`src/rtl/fixed_block_pool_allocator_macros.svh`:
```
// ---------------------------------------------------------------------------
// Assertion macros for the fixed block pool allocator
// Concurrent checks that compile away when SYNTHESIS is defined.
// ---------------------------------------------------------------------------
`ifndef FIXED_BLOCK_POOL_ALLOCATOR_MACROS_SVH
`define FIXED_BLOCK_POOL_ALLOCATOR_MACROS_SVH

`ifndef SYNTHESIS

// The consequent holds in the same cycle as the antecedent.
`define FBPA_ASSERT_SAME(name, clk, rst_n, ante, cons) \
    name: assert property (@(posedge clk) disable iff (!rst_n) (ante) |-> (cons)) \
        else $error("fbpa assertion failed");

// The consequent holds in the cycle after the antecedent.
`define FBPA_ASSERT_NEXT(name, clk, rst_n, ante, cons) \
    name: assert property (@(posedge clk) disable iff (!rst_n) (ante) |=> (cons)) \
        else $error("fbpa assertion failed");

`else

`define FBPA_ASSERT_SAME(name, clk, rst_n, ante, cons)
`define FBPA_ASSERT_NEXT(name, clk, rst_n, ante, cons)

`endif

`endif

```
`src/rtl/fbpa_pkg.sv`:
```
// ---------------------------------------------------------------------------
// Fixed block pool allocator package
// Request and status codes, register indexes, sequencer states and the
// command and status bundles between controller and datapath.
// ---------------------------------------------------------------------------
`timescale 1ns / 1ps

package fbpa_pkg;

    typedef enum logic [1:0] {
        MODE_ALLOC = 2'd0,
        MODE_FREE  = 2'd1,
        MODE_CHECK = 2'd2,
        MODE_QUERY = 2'd3
    } fbpa_mode_t;

    typedef enum logic [1:0] {
        ST_OK           = 2'd0,
        ST_FULL         = 2'd1,
        ST_NOT_BLOCK    = 2'd2,
        ST_ALREADY_FREE = 2'd3
    } fbpa_status_t;

    localparam logic [1:0] REG_BASE_ADDRESS = 2'd0;
    localparam logic [1:0] REG_BLOCK_SIZE   = 2'd1;
    localparam logic [1:0] REG_BLOCK_COUNT  = 2'd2;

    localparam logic [31:0] BASE_RESET  = 32'd0;
    localparam logic [15:0] SIZE_RESET  = 16'd64;
    localparam logic [6:0]  COUNT_RESET = 7'd64;

    typedef enum logic [1:0] {
        S_IDLE,
        S_READ,
        S_EVAL
    } fbpa_state_t;

    typedef struct packed {
        logic load;     // latch a new request and restart the walk
        logic advance;  // step to the next block
        logic commit;   // write the result and update the flags
    } fbpa_cmd_t;

    typedef struct packed {
        logic finish;   // the current block ends the request
        logic out_free; // the result register can take a new result
    } fbpa_stat_t;

endpackage

```
`src/rtl/fbpa_ctrl.sv`:
```
// ---------------------------------------------------------------------------
// Fixed block pool allocator controller
// Sequences accept, one flag read and one evaluation per visited block.
// ---------------------------------------------------------------------------
`timescale 1ns / 1ps

module fbpa_ctrl
    import fbpa_pkg::*;
(
    input  logic       aclk,
    input  logic       aresetn,
    input  logic       s_valid,
    output logic       s_ready,
    input  fbpa_stat_t stat,
    output fbpa_cmd_t  cmd
);

    fbpa_state_t state_reg;
    fbpa_state_t state_next;

    always_ff @(posedge aclk) begin
        if (!aresetn) begin
            state_reg <= S_IDLE;
        end else begin
            state_reg <= state_next;
        end
    end

    always_comb begin
        state_next  = state_reg;
        cmd.load    = 1'b0;
        cmd.advance = 1'b0;
        cmd.commit  = 1'b0;
        s_ready     = 1'b0;
        case (state_reg)
            S_IDLE: begin
                s_ready = 1'b1;
                if (s_valid) begin
                    cmd.load   = 1'b1;
                    state_next = S_READ;
                end
            end
            S_READ: begin
                state_next = S_EVAL;
            end
            S_EVAL: begin
                // A finished request waits here until the result register frees up.
                if (stat.finish) begin
                    if (stat.out_free) begin
                        cmd.commit = 1'b1;
                        state_next = S_IDLE;
                    end
                end else begin
                    cmd.advance = 1'b1;
                    state_next  = S_READ;
                end
            end
            default: begin
                state_next = S_IDLE;
            end
        endcase
    end

endmodule

```
`src/rtl/fbpa_datapath.sv`:
```
// ---------------------------------------------------------------------------
// Fixed block pool allocator datapath
// Configuration registers, used-flag memory, block walk and result register.
// ---------------------------------------------------------------------------
`timescale 1ns / 1ps

module fbpa_datapath
    import fbpa_pkg::*;
#(
    parameter int MAX_BLOCKS = 64
)
(
    input  logic        aclk,
    input  logic        aresetn,
    input  logic        cfg_we,
    input  logic [1:0]  cfg_index,
    input  logic [31:0] cfg_wdata,
    input  logic [1:0]  s_mode,
    input  logic [31:0] s_address,
    input  fbpa_cmd_t   cmd,
    output fbpa_stat_t  stat,
    output logic        m_valid,
    input  logic        m_ready,
    output logic [1:0]  m_status,
    output logic [31:0] m_block_address,
    output logic [5:0]  m_block_index,
    output logic [6:0]  m_used_count
);

    // The count register is seven bits, so no more than 127 blocks are ever reachable.
    localparam int SAT_COUNT = (MAX_BLOCKS < 127) ? MAX_BLOCKS : 127;
    localparam int IDX_W     = (SAT_COUNT > 1) ? $clog2(SAT_COUNT) : 1;
    localparam int TOT_W     = $clog2(SAT_COUNT + 1);

    logic [31:0] base_reg;
    logic [15:0] size_reg;
    logic [6:0]  count_reg;

    fbpa_mode_t  mode_reg;
    logic [31:0] addr_reg;
    logic [IDX_W-1:0] idx_reg;
    logic [31:0] start_reg;
    logic [TOT_W-1:0] total_reg;

    logic flag_mem [SAT_COUNT];
    logic [SAT_COUNT-1:0] flag_vld_reg;
    logic rd_data_reg;
    logic rd_vld_reg;

    logic        m_valid_reg;
    logic [1:0]  status_reg;
    logic [31:0] baddr_reg;
    logic [5:0]  bidx_reg;

    logic [6:0]  count_eff;
    logic [15:0] size_eff;
    logic        count_zero;
    logic        is_query;
    logic        is_alloc;
    logic        is_free;
    logic        flag;
    logic        hit;
    logic        eff_hit;
    logic        last;
    logic [7:0]  idx_p1;
    logic        flag_we;
    logic        flag_wdata;
    fbpa_status_t status_next;

    always_ff @(posedge aclk) begin
        if (!aresetn) begin
            base_reg  <= BASE_RESET;
            size_reg  <= SIZE_RESET;
            count_reg <= COUNT_RESET;
        end else if (cfg_we) begin
            case (cfg_index)
                REG_BASE_ADDRESS: base_reg  <= cfg_wdata;
                REG_BLOCK_SIZE:   size_reg  <= cfg_wdata[15:0];
                REG_BLOCK_COUNT:  count_reg <= cfg_wdata[6:0];
                default: ;
            endcase
        end
    end

    assign count_eff  = (count_reg > 7'(SAT_COUNT)) ? 7'(SAT_COUNT) : count_reg;
    assign size_eff   = (size_reg == 16'd0) ? 16'd1 : size_reg;
    assign count_zero = (count_eff == 7'd0);

    assign is_query = (mode_reg == MODE_QUERY);
    assign is_alloc = (mode_reg == MODE_ALLOC);
    assign is_free  = (mode_reg == MODE_FREE);

    // A flag that was never written reads as free.
    assign flag    = rd_vld_reg & rd_data_reg;
    assign hit     = is_alloc ? !flag : (start_reg == addr_reg);
    assign eff_hit = !is_query && !count_zero && hit;
    assign idx_p1  = 8'(idx_reg) + 8'd1;
    assign last    = (idx_p1 == {1'b0, count_eff});

    assign stat.finish   = is_query || count_zero || hit || last;
    assign stat.out_free = !m_valid_reg || m_ready;

    // Request latch and block walk. The start address advances by one add per block.
    always_ff @(posedge aclk) begin
        if (cmd.load) begin
            mode_reg  <= fbpa_mode_t'(s_mode);
            addr_reg  <= s_address;
            idx_reg   <= '0;
            start_reg <= base_reg;
        end else if (cmd.advance) begin
            idx_reg   <= idx_reg + IDX_W'(1);
            start_reg <= start_reg + {16'd0, size_eff};
        end
    end

    assign flag_we    = cmd.commit && eff_hit && (is_alloc || (is_free && flag));
    assign flag_wdata = is_alloc;

    always_ff @(posedge aclk) begin
        if (flag_we) begin
            flag_mem[idx_reg] <= flag_wdata;
        end
    end

    always_ff @(posedge aclk) begin
        rd_data_reg <= flag_mem[idx_reg];
    end

    always_ff @(posedge aclk) begin
        if (!aresetn) begin
            flag_vld_reg <= '0;
            rd_vld_reg   <= 1'b0;
        end else begin
            rd_vld_reg <= flag_vld_reg[idx_reg];
            if (flag_we) begin
                flag_vld_reg[idx_reg] <= 1'b1;
            end
        end
    end

    always_ff @(posedge aclk) begin
        if (!aresetn) begin
            total_reg <= '0;
        end else if (flag_we) begin
            if (is_alloc) begin
                total_reg <= total_reg + TOT_W'(1);
            end else begin
                total_reg <= total_reg - TOT_W'(1);
            end
        end
    end

    always_comb begin
        if (is_query) begin
            status_next = ST_OK;
        end else if (!eff_hit) begin
            status_next = is_alloc ? ST_FULL : ST_NOT_BLOCK;
        end else if (is_free && !flag) begin
            status_next = ST_ALREADY_FREE;
        end else begin
            status_next = ST_OK;
        end
    end

    always_ff @(posedge aclk) begin
        if (!aresetn) begin
            m_valid_reg <= 1'b0;
        end else if (cmd.commit) begin
            m_valid_reg <= 1'b1;
        end else if (m_ready) begin
            m_valid_reg <= 1'b0;
        end
    end

    always_ff @(posedge aclk) begin
        if (cmd.commit) begin
            status_reg <= status_next;
            baddr_reg  <= (eff_hit && is_alloc) ? start_reg : 32'd0;
            bidx_reg   <= eff_hit ? 6'(idx_reg) : 6'd0;
        end
    end

    assign m_valid         = m_valid_reg;
    assign m_status        = status_reg;
    assign m_block_address = baddr_reg;
    assign m_block_index   = bidx_reg;
    assign m_used_count    = 7'(total_reg);

endmodule

```
`src/rtl/fixed_block_pool_allocator.sv`:
```
// A request walks the pool block by block: up to the first free one for allocate, up to the
// matching start for free and check, all blocks when nothing is found, and a single block for
// query or an empty pool. The result is registered when the walk ends, and it is presented
// and the input reopens in the same cycle. The walk is serial: each block takes one
// registered read of the used-flag memory and one 32-bit add that forms the next block start.
// The result is held in an output register, so a new request is taken while the previous result
// still waits to be transferred; a stalled result only delays the end of the next walk.
`timescale 1ns / 1ps

// ---------------------------------------------------------------------------
// Fixed block pool allocator
// First-fit allocator over a pool of equal-sized blocks with a used count.
// ---------------------------------------------------------------------------
`include "fixed_block_pool_allocator_macros.svh"

module fixed_block_pool_allocator
    import fbpa_pkg::*;
#(
    parameter int MAX_BLOCKS = 64
)
(
    input  logic        aclk,
    input  logic        aresetn,
    input  logic        cfg_we,
    input  logic [1:0]  cfg_index,
    input  logic [31:0] cfg_wdata,
    input  logic        s_valid,
    output logic        s_ready,
    input  logic [1:0]  s_mode,
    input  logic [31:0] s_address,
    output logic        m_valid,
    input  logic        m_ready,
    output logic [1:0]  m_status,
    output logic [31:0] m_block_address,
    output logic [5:0]  m_block_index,
    output logic [6:0]  m_used_count
);

    localparam int SAT_COUNT = (MAX_BLOCKS < 127) ? MAX_BLOCKS : 127;

    fbpa_cmd_t  cmd;
    fbpa_stat_t stat;

    fbpa_ctrl u_ctrl (
        .aclk    (aclk),
        .aresetn (aresetn),
        .s_valid (s_valid),
        .s_ready (s_ready),
        .stat    (stat),
        .cmd     (cmd)
    );

    fbpa_datapath #(
        .MAX_BLOCKS (MAX_BLOCKS)
    ) u_datapath (
        .aclk            (aclk),
        .aresetn         (aresetn),
        .cfg_we          (cfg_we),
        .cfg_index       (cfg_index),
        .cfg_wdata       (cfg_wdata),
        .s_mode          (s_mode),
        .s_address       (s_address),
        .cmd             (cmd),
        .stat            (stat),
        .m_valid         (m_valid),
        .m_ready         (m_ready),
        .m_status        (m_status),
        .m_block_address (m_block_address),
        .m_block_index   (m_block_index),
        .m_used_count    (m_used_count)
    );

    // Only one request is in flight, so the input closes right after a transfer.
    `FBPA_ASSERT_NEXT(a_busy_after_accept, aclk, aresetn, s_valid && s_ready, !s_ready)
    // A result is never written over one that has not been transferred.
    `FBPA_ASSERT_SAME(a_commit_room, aclk, aresetn, cmd.commit, stat.out_free)
    `FBPA_ASSERT_NEXT(a_commit_shows, aclk, aresetn, cmd.commit, m_valid)
    `FBPA_ASSERT_SAME(a_count_bound, aclk, aresetn, m_valid, m_used_count <= 7'(SAT_COUNT))

endmodule

```
`config.mk`:
```
export PLATFORM = sky130hd
export DESIGN_NAME = fixed_block_pool_allocator
export DESIGN_NICKNAME = d
export VERILOG_FILES = /design/src/rtl/fbpa_pkg.sv /design/src/rtl/fbpa_ctrl.sv /design/src/rtl/fbpa_datapath.sv /design/src/rtl/fixed_block_pool_allocator.sv
export VERILOG_INCLUDE_DIRS = /design/src /design/src/rtl
export SDC_FILE = /design/constraint.sdc
export NUM_CORES = 1
export LEC_CHECK = 0
export ABC_AREA = 1
export BUFFER_PORTS_ARGS = -buffer_cell sky130_fd_sc_hd__buf_2
export CAP_MARGIN = 40
export CORE_MARGIN = 2
export CORE_UTILIZATION = 50
export DETAILED_ROUTE_END_ITERATION = 8
export PLACE_DENSITY = 0.69
export SLEW_MARGIN = 20
export SYNTH_ARGS = -nofsm -noshare
export SYNTH_HDL_FRONTEND = slang
export SYNTH_SLANG_ARGS = --single-unit
```
`constraint.sdc`:
```
create_clock -name aclk -period 11.95 [get_ports aclk]
set_clock_uncertainty 0.05 [all_clocks]
set_input_delay 0.5975 -clock aclk [delete_from_list [all_inputs] [get_ports aclk]]
set_output_delay 0.5975 -clock aclk [all_outputs]
set_load 0.02 [all_outputs]
```
==> flow_results.org, run 1 <==
** GRT
- The initial antenna violation count came to 0.
- Total routing usage reported by global routing :: 24.36%
- Number of global-route vias before repair :: 11100
- Global routing finished with a remaining overflow of 0.
- Entering global routing, the biggest net connects 70 pins.
- Wire length of the first global-routing pass :: 58380 um

** Final layout
- The area growth from synthesis to layout is 13.76%.
- Final instance count without filler cells :: 2190
- Most frequent standard cell in the layout excluding fill and tap cells :: nand2_1
- The repair_antennas step left the layout with diodes totalling 0.
- Number of fill cells in the layout :: 2539
- Commonest cells after routing, fill and taps aside :: 336 x nand2_1, 267 x nor2_1, 238 x inv_1
- At the end of the flow the core is filled with cells to 58.05%.
- Post-route cell area :: 16170 um^2
- Final Net Count :: 1886
- The post-route netlist has 12.31% of its cells at a drive strength greater than 1.

** Pwr
- The internal portion of the total power is 0.001802 W.
- Net switching power of the design :: 0.0006120 W
- Summed over all cells, the static leakage comes to 6.997 nW.
- Across the VDD grid, the largest voltage drop is 0.0001156 V.
- For this design the ratio of total power to cell area is 149.3 nW/um^2.
- Of the total power, the share spent switching nets is 25.35%.
- Per report_power, the clock group accounts for 39.6% of the total.
- Comb pwr share :: 10.9%
- Portion of total power attributed to sequential cells :: 49.5%
- Tot Pwr :: 0.002414 W

** Logic synthesis
- Synth Area in Adders :: 2.218%
- The number of nets in the synthesized netlist is 1788.
- The portion of synthesized area spent on multiplexers is 0%.
- Async set-or-reset flop fraction in the synthesized netlist :: 0%
- The synthesized netlist devotes 20.53% of its cell area to simple gates.
- EDFF count, synth :: 170
- Post-synthesis area per instance :: 8.407 um^2
- For this run, the number of Yosys warnings is 0.
- Sequential elements use 55.20% of the synthesized area.
- Most common flop cell mapped by yosys :: edfxtp_1
- After synthesis, the largest family of logic cells by area is simple AND/OR/NAND/NOR gates.
- Combined area of all synthesized cells :: 14220 um^2
- The synthesized netlist devotes 10.70% of its cell area to compound gates.
- Unique masters post-synth :: 44
- After Yosys synthesis, XOR and XNOR cells account for 2.403% of the synthesized area.
- Synthesized instance count :: 1691
- Post-synthesis register bit count :: 307

** Clock tree
- In this run, CTS created clock tree buffers numbering 31.
- Clock latency at the later pin of the worst-skew pair :: 0.56 ns
- TritonCTS built the clock tree.
- CTS H-tree lvls :: 1
- Clock-pin slew of the registers on the worst-case setup and hold paths :: 0.06 ns
- After clock tree synthesis, the flow added hold-fix buffers numbering 0.
- Number of gates resized after CTS :: 0
- Cell chosen for the clock root :: clkbuf_16
- Buffer levels on the longest clock path :: 3
- Counting every sink on the clock net gives 307.
- Postcts setup bufs :: 0

** Placement
- Hpwl dp :: 24490 um
- RD Place Congestion :: 0.9441
- Post-DP Area :: 15150 um^2
- Once placement completed, the tool counted placed cells totaling 2132.
- Buffers placed on the I/O ports in this run total 121.

** Setup path
- Data required time of the critical path :: 12.18 ns
- At the worst endpoint, the arrival time is 3.76 ns.
- Reg-to-Reg Start :: u_datapath.start_reg[4]
- Along the worst path, the maximum fanout reaches 44.
- Category of the critical setup timing path :: reg2reg
- Slack of the worst reg-to-reg path :: 8.41 ns
- Endpoint of the worst register-to-register path :: u_datapath.flag_mem[62]
- Crit path launch :: u_datapath.start_reg[4]
- Element type at the critical path end :: register
- Crit path capture :: u_datapath.flag_mem[62]
- Startpoint types :: register
- Worst reg-to-reg path cell count :: 12

** Timing
- Static timing analysis puts the maximum clock frequency at 282.8 MHz.
- Post-route clock period utilization :: 29.59%
- Headroom to the max-slew limit came out at 47.00%.
- Setup repair after global routing left no endpoint under its margin.
- Final number of max-transition violations :: 0
- The final number of hold-violating endpoints came to 0.
- Summed over all failing endpoints, the final setup total negative slack is 0 ns.
- The smallest clock period supported by the final layout is computed as 3.536 ns.
- For the pin with the worst max-slew slack, the measured transition is 0.7931 ns.
- Setup violations remaining at the end of the flow were counted as 0.

** Floorplanning
- Vertical die dimension :: 172.6 um
- Effective utilization at floorplan :: 51.03%
- Total core area :: 27860 um^2
- Row Count :: 61
- The die covers 29800 um^2.
- Pin placement for this block handled 122 I/O pins.
- Horizontal extent of the die :: 172.6 um

** Min path
- Worst hold-check path type :: in2reg

** Status
- Outcome :: complete, no violations

** Route
- Total Wirelength :: 36610 um
- The first detailed-routing pass took 6 iterations.
- The count of nets left with antenna violations once routing finished came out at 0.
- Dividing the detail-routed wire length by the instance count gives 16.72 um.
- For this block, the initial DRC count from the detailed router was 1138.
- Number of remaining DRC errors :: 0
- Avg Vias per Cell :: 5.256
- Routed vias :: 11510

** Run
- Max-cap viol count :: 0
[cell usage after synthesis, types with 6 or more instances]
cell type	count	share of area [%]
nand2_1	337	8.9
nor2_1	269	7.1
inv_1	239	6.3
edfxtp_1	170	36
dfxtp_1	137	19
a21oi_1	126	4.4
o21ai_0	87	3.1
clkbuf_1	62	1.6
nand3_1	48	1.7
xnor2_1	26	1.6
ha_1	22	1.9
nand4_1	18	0.79
nor3_1	17	0.60
o22ai_1	16	0.70
a22oi_1	15	0.79
nand2_2	13	0.57
xor2_1	13	0.80
inv_2	11	0.29
buf_2	8	0.28
a221oi_1	6	0.37
[worst min path at each step]
stage,slack (ns),end,start,cells past startpoint
finish,0.16,u_datapath.addr_reg[24],s_address[24],1
global route,0.14,u_datapath.addr_reg[23],s_address[23],1
CTS,0.15,u_datapath.addr_reg[30],s_address[30],1
detailed placement,0.39,u_datapath.flag_vld_reg[46],u_datapath.flag_vld_reg[46],2
global placement,0.39,u_datapath.flag_vld_reg[39],u_datapath.flag_vld_reg[39],2
floorplan,0.38,u_datapath.flag_vld_reg[56],u_datapath.flag_vld_reg[56],2
[stage by stage]
step                      setup slack (ns)  hold slack [ns]
after global routing                 8.193           0.1394
after global placement               8.434           0.3874
after detailed placement             8.498           0.3916
final                                8.414           0.1577
after floorplan                      7.080           0.3800
after CTS                            8.458           0.1475
[power groups by stage]
stage | logic, W | registers, W | clock network [W]
2_1_floorplan | 0.000175 | 0.00121 | 0
3_3_place_gp | 0.000251 | 0.00122 | 0
3_5_place_dp | 0.000255 | 0.00122 | 0
4_1_cts | 0.000258 | 0.00120 | 0.000964
5_1_grt | 0.000290 | 0.00120 | 0.00101
6_report | 0.000262 | 0.00120 | 0.000956
[critical path, stage by stage, from the launching register on]
cell      delay (ns)
edfxtp_1        0.45
xnor2_1         0.17
nand2_1         0.09
nor2_1          0.23
nand2_1         0.08
nor2_1          0.15
nand3_1         0.20
nand2_2         0.17
nand4_2         0.12
nor2_4          0.63
buf_4           0.60
nand2_1         0.18
inv_1           0.10
[area by class of cell]
type                            instances  area, um^2  area share, %
Multi-Input combinational cell       1057        5120          31.66
Tap cell                              378       473.0          2.925
Sequential cell                       307        7848          48.53
Inverter                              252       945.9          5.849
Clock buffer                           44       885.9          5.478
Timing Repair Buffer                  140       788.3          4.874
Clock inverter                         12       111.4         0.6886
[kinds of logic (layout without fill, tap and decap cells)]
group,count (synthesis),after routing
XOR/XNOR,39,39
buffers and inverters,327,448
AND/OR/NAND/NOR,719,719
flip-flops,307,307
adder cells (fa/ha/maj),24,24
AO/OA/AOI/OAI,275,275
[routing by layer]
layer  wire (um)  part of all wire, %  track usage, %
met4         668                  1.8           6.019
met5           0                    0               0
met3        3092                  8.4           3.034
met2       15520                   42           35.98
met1       17330                   47           37.90
Power figures use the tool's default switching activity.
==> run 2: changes to the inputs <==
--- a/config.mk
+++ b/config.mk
@@ -6,7 +6,7 @@
 export SDC_FILE = /design/constraint.sdc
 export NUM_CORES = 1
 export LEC_CHECK = 0
-export ABC_AREA = 1
+export ABC_AREA = 0
 export BUFFER_PORTS_ARGS = -buffer_cell sky130_fd_sc_hd__buf_2
 export CAP_MARGIN = 40
 export CORE_MARGIN = 2
==> constraint.sdc (replaced) <==
create_clock -name aclk -period 3.4 [get_ports aclk]
set_clock_uncertainty 0.05 [all_clocks]
set_input_delay 0.17 -clock aclk [delete_from_list [all_inputs] [get_ports aclk]]
set_output_delay 0.17 -clock aclk [all_outputs]
set_load 0.02 [all_outputs]
==> run 2 against run 1 <==
Net effect:
- the flow now finishes with violations (hold timing)
- final area rose by 4.1%
- combinational power rose to 3.3 times the previous value
- via count decreased by 4.0%
- hold slack got worse by 0.17 ns
- largest cell class unchanged
- power grew to 3.6 times the previous value
- global-route usage up 0.96 points
- highest routed layer unchanged
- critical path depth unchanged
- register-to-register slack got worse by 8.2 ns
- cell count fell by 12%
- setup slack worse by 8.2 ns
- flip-flop and latch count unchanged
==> flow_results.org, run 2 <==
** Pwr
- P per Cell Area :: 509.8 nW/um^2 (+240%)
- The leakage power came to 6.356 nW (-9.2%).
- IR Drop Worst-Case VDD :: 0.0003359 V (+190%)
- Tot Pwr :: 0.008585 W (+260%)

** Logic synthesis
- The number of enable-type register cells in the synthesized netlist came to 170 (unchanged).
- Biggest area consumer among synthesized cells :: edfxtp_1
- Most common cell in the synthesized netlist :: nand2_1
- Sorting the synthesized cells by how often they occur yields 211 x nand2_1, 170 x edfxtp_1, 137 x dfxtp_1, 122 x nor2_1, 91 x a21oi_1.
- The cell count after synthesis is 1351 (-20%).
- Top-area cell type share of the netlist area :: 36.54% (+0.63 points)
- The mean area per synthesized cell came to 10.34 um^2 (+23%).
- Syn. warnings :: 0 (unchanged)
- Sequential element share of the synthesized area :: 56.17% (+0.97 points)
- Post-synthesis register bit count :: 307 (unchanged)
- The most used flip-flop cell after synthesis is edfxtp_1.
- The summed instance area of the synthesized netlist is 13970 um^2 (-1.7%).
- Unique masters post-synth :: 65 (+48%)
- The post-synthesis async set-or-reset flop share was 0% (unchanged).
- Net Count, Synth :: 1448 (-19%)
- Cells taking the most area after synthesis :: edfxtp_1 37%, dfxtp_1 20%, nand2_1 5.7%

** Final layout
- Leaving out fill and tap cells, the most frequent cell in the layout is nand2_1.
- The layout cell share with drive strength beyond 1 came to 17.15% (+4.8 points).
- Commonest cells after routing, fill and taps aside :: 211 x nand2_1, 170 x edfxtp_1, 136 x dfxtp_1
- Final Net Count :: 1617 (-14%)
- Compared with the post-synthesis result, the final layout area differs by 20.54%.
- The antenna diode count is 0 (unchanged).

** GRT
- The initial antenna violation count is 0 (unchanged).
- The total congestion overflow was 0 (unchanged).
- The pin count of the biggest net entering global routing was 83 (+19%).
- The number of global-route vias before repair is 10280 (-7.4%).
- Wire length of the first global-routing pass :: 57000 um (-2.4%)
- Total routing usage reported by global routing :: 25.32% (+0.96 points)

** Floorplanning
- Row Count :: 61 (unchanged)
- Total core area :: 27630 um^2 (-0.82%)
- The die boundary width is 171.2 um (-0.85%).
- Number of top-level pins :: 122 (unchanged)
- Total Die Area :: 29300 um^2 (-1.7%)
- Effective utilization at floorplan :: 50.57% (-0.46 points)
- The height of the die came to 171.2 um (-0.85%).

** Timing
- The achievable frequency came to 311.6 MHz (+10%).
- The max-slew violation count is 0 (unchanged).
- The final period demand of the worst path is 3.209 ns (-0.3269 ns).
- Hold Worst Slack :: -0.01149 ns (-0.1692 ns)
- The final number of hold-violating endpoints is 2 (+2).
- Worst-case headroom to the max-slew limit :: 39.35% (-7.6 points)
- Tightest Pin Transition :: 0.9064 ns (+0.1133 ns)
- The final-report setup violation count is 0 (unchanged).
- The total negative slack for setup checks came to 0 ns (unchanged).
- Post-route clock period utilization :: 94.39% (+65 points)

** Setup path
- Following the worst setup path forward leads to its endpoint at u_datapath.start_reg[28].
- The endpoint identified for the worst register-to-register timing path is u_datapath.start_reg[28].
- Slack of the worst reg-to-reg path :: 0.19 ns (-8.22 ns)
- The worst setup path is captured at a register.
- The critical path data required time came to 3.72 ns (-8.46 ns).
- The number of cells on the worst reg-to-reg path was 12 (unchanged).
- Startpoint types :: register
- The critical path is of the reg2reg type.
- Arrival time at the worst endpoint :: 3.52 ns (-0.24 ns)
- The worst register-to-register path begins at u_datapath.size_reg[15].
- Crit path launch :: u_datapath.size_reg[15]
- Maximum fanout along the worst path :: 7 (-84%)

** Clock tree
- Clock latency at the later pin of the worst-skew pair :: 0.52 ns (-0.04 ns)
- The maximum clock insertion buffer count was 3 (unchanged).
- TritonCTS buffer count :: 34 (+9.7%)
- TritonCTS built the clock tree.
- The clock slew seen by the registers of the worst setup and hold paths is 0.06 ns (about the same).
- Number of sinks on the clock net :: 307 (unchanged)
- The maximum level of the CTS H-tree was 2 (+1).
- Cell chosen for the clock root :: clkbuf_16

** Route
- DR iter-0 viols :: 1139 (+0.088%)
- Topmost layer with routed signal wires :: met4
- The routed wire length came to 37000 um (+1.0%).
- The total number of vias was 11050 (-4.0%).
- The met3 wire length was 2973 um (-3.8%).
- The wire length on met1 is 17220 um (-0.63%).
- Number of remaining DRC errors :: 0 (unchanged)
- The number of iterations in the first detailed-routing pass is 7 (+1).
- The number of routed nets with antenna violations came to 0 (unchanged).
- The detailed route wirelength on metal2 is 15910 um (+2.5%).
- Avg Vias per Cell :: 5.747 (+9.3%)
- The per-cell routed wire length is 19.24 um (+15%).

** Status
- Violations in the final reports :: hold timing
- The flow ran to the end, but the final reports show violations.

** Placement
- RD Place Congestion :: 0.8939 (-5.3%)
- Hpwl dp :: 24750 um (+1.0%)
- Number of buffers inserted by port buffering :: 121 (unchanged)

** Min path
- The worst hold path belongs to the class in2reg.
- The number of cells traversed by the worst hold path is 3 (+2).

** Run
- The count of maximum capacitance violations is 0 (unchanged).
-- run 2: cell count changes in the layout (fill, tap and decap cells not counted), moves of 16 or more --
cell,delta
nand2_1,-125
mux2_2,+16
and2_1,+42
inv_1,-220
buf_4,+26
mux2i_1,+29
nor2_1,-145
nand3_1,-27
dlygate4sd3_1,+66
a21oi_1,-35
-- run 2: repair_timing --
action	4_1_cts	5_1_grt
pin swaps	0	2
endpoints found under the hold margin	89	0
setup endpoints to repair	4	13
cloned	0	0
setup buffers	0	1
gates resized for setup	1	7
hold buffers	66	0
-- run 2: worst max-delay path, cell delays in order, from the launching register on --
cell,delay [ns]
dfxtp_1,0.33
nor4_2,0.33
a41o_1,0.23
ha_1,0.19
fa_2,0.23
a21oi_1,0.10
o211ai_1,0.35
a211oi_2,0.17
o311ai_1,0.30
a21oi_1,0.11
buf_4,0.18
or3_1,0.34
a31oi_1,0.16
-- run 2: per-stage QoR --
stage / hold WS [ns] / worst slack [ns] / util, % / instances / area [um^2]
final: -0.01149 / 0.1907 / 60.95 / 1923 / 16840
after detailed placement: 0.2981 / -0.07851 / 54.44 / 1794 / 15040
after CTS: 0.04094 / 0.03884 / 60.70 / 1921 / 16770
after floorplan: 0.2189 / 0.09749 / - / 1351 / 13980
after global placement: 0.2977 / 0.02206 / 54.37 / 1793 / 15020
after global routing: 0.005484 / -0.06575 / 60.95 / 1923 / 16840
-- run 2: final cells by class --
class	instances	area (um^2)
fill	2305	10790
sequential	307	7849
multi-input combinational	922	5677
timing repair buffer	234	1689
clock buffer	52	1022
tap	378	473.0
inverter	21	82.58
clock inverter	9	47.55
-- run 2: how the worst min path moves through the flow --
stage / from / slack, ns / to
6_report: aresetn / -0.01 / u_datapath.flag_vld_reg[21]
5_1_grt: aresetn / 0.005 / u_datapath.flag_vld_reg[17]
4_1_cts: m_ready / 0.04 / u_datapath.m_valid
3_5_place_dp: s_address[23] / 0.30 / u_datapath.addr_reg[23]
3_3_place_gp: s_address[14] / 0.30 / u_datapath.addr_reg[14]
2_1_floorplan: s_address[0] / 0.22 / u_datapath.addr_reg[0]
-- run 2: power by group --
part	total [W]	switching [W]	internal (W)	leakage (nW)
combinational	0.000866	0.000500	0.000367	3.11
clock	0.00353	0.00145	0.00208	0.524
sequential	0.00419	0.000125	0.00406	2.72
-- run 2: logic make-up (layout without fill, tap and decap cells) --
kind of cell             after synthesis  in the layout  synth area share (%)
AND/OR/NAND/NOR                      505            505                 17.37
flip-flops                           307            307                 56.17
AO/OA/AOI/OAI                        279            279                 12.09
buffers and inverters                122            316                 3.528
XOR/XNOR                              60             60                 3.761
multiplexers                          54             54                 4.818
adder cells (fa/ha/maj)               24             24                 2.257
-- run 2: layer usage --
| layer | up-vias | global-route usage [%] |
|---|---|---|
| li1 | 5162 | - |
| met1 | 5375 | 38.46 |
| met2 | 446 | 36.83 |
| met3 | 68 | 4.580 |
| met4 | 0 | 7.480 |
| met5 | - | 0 |
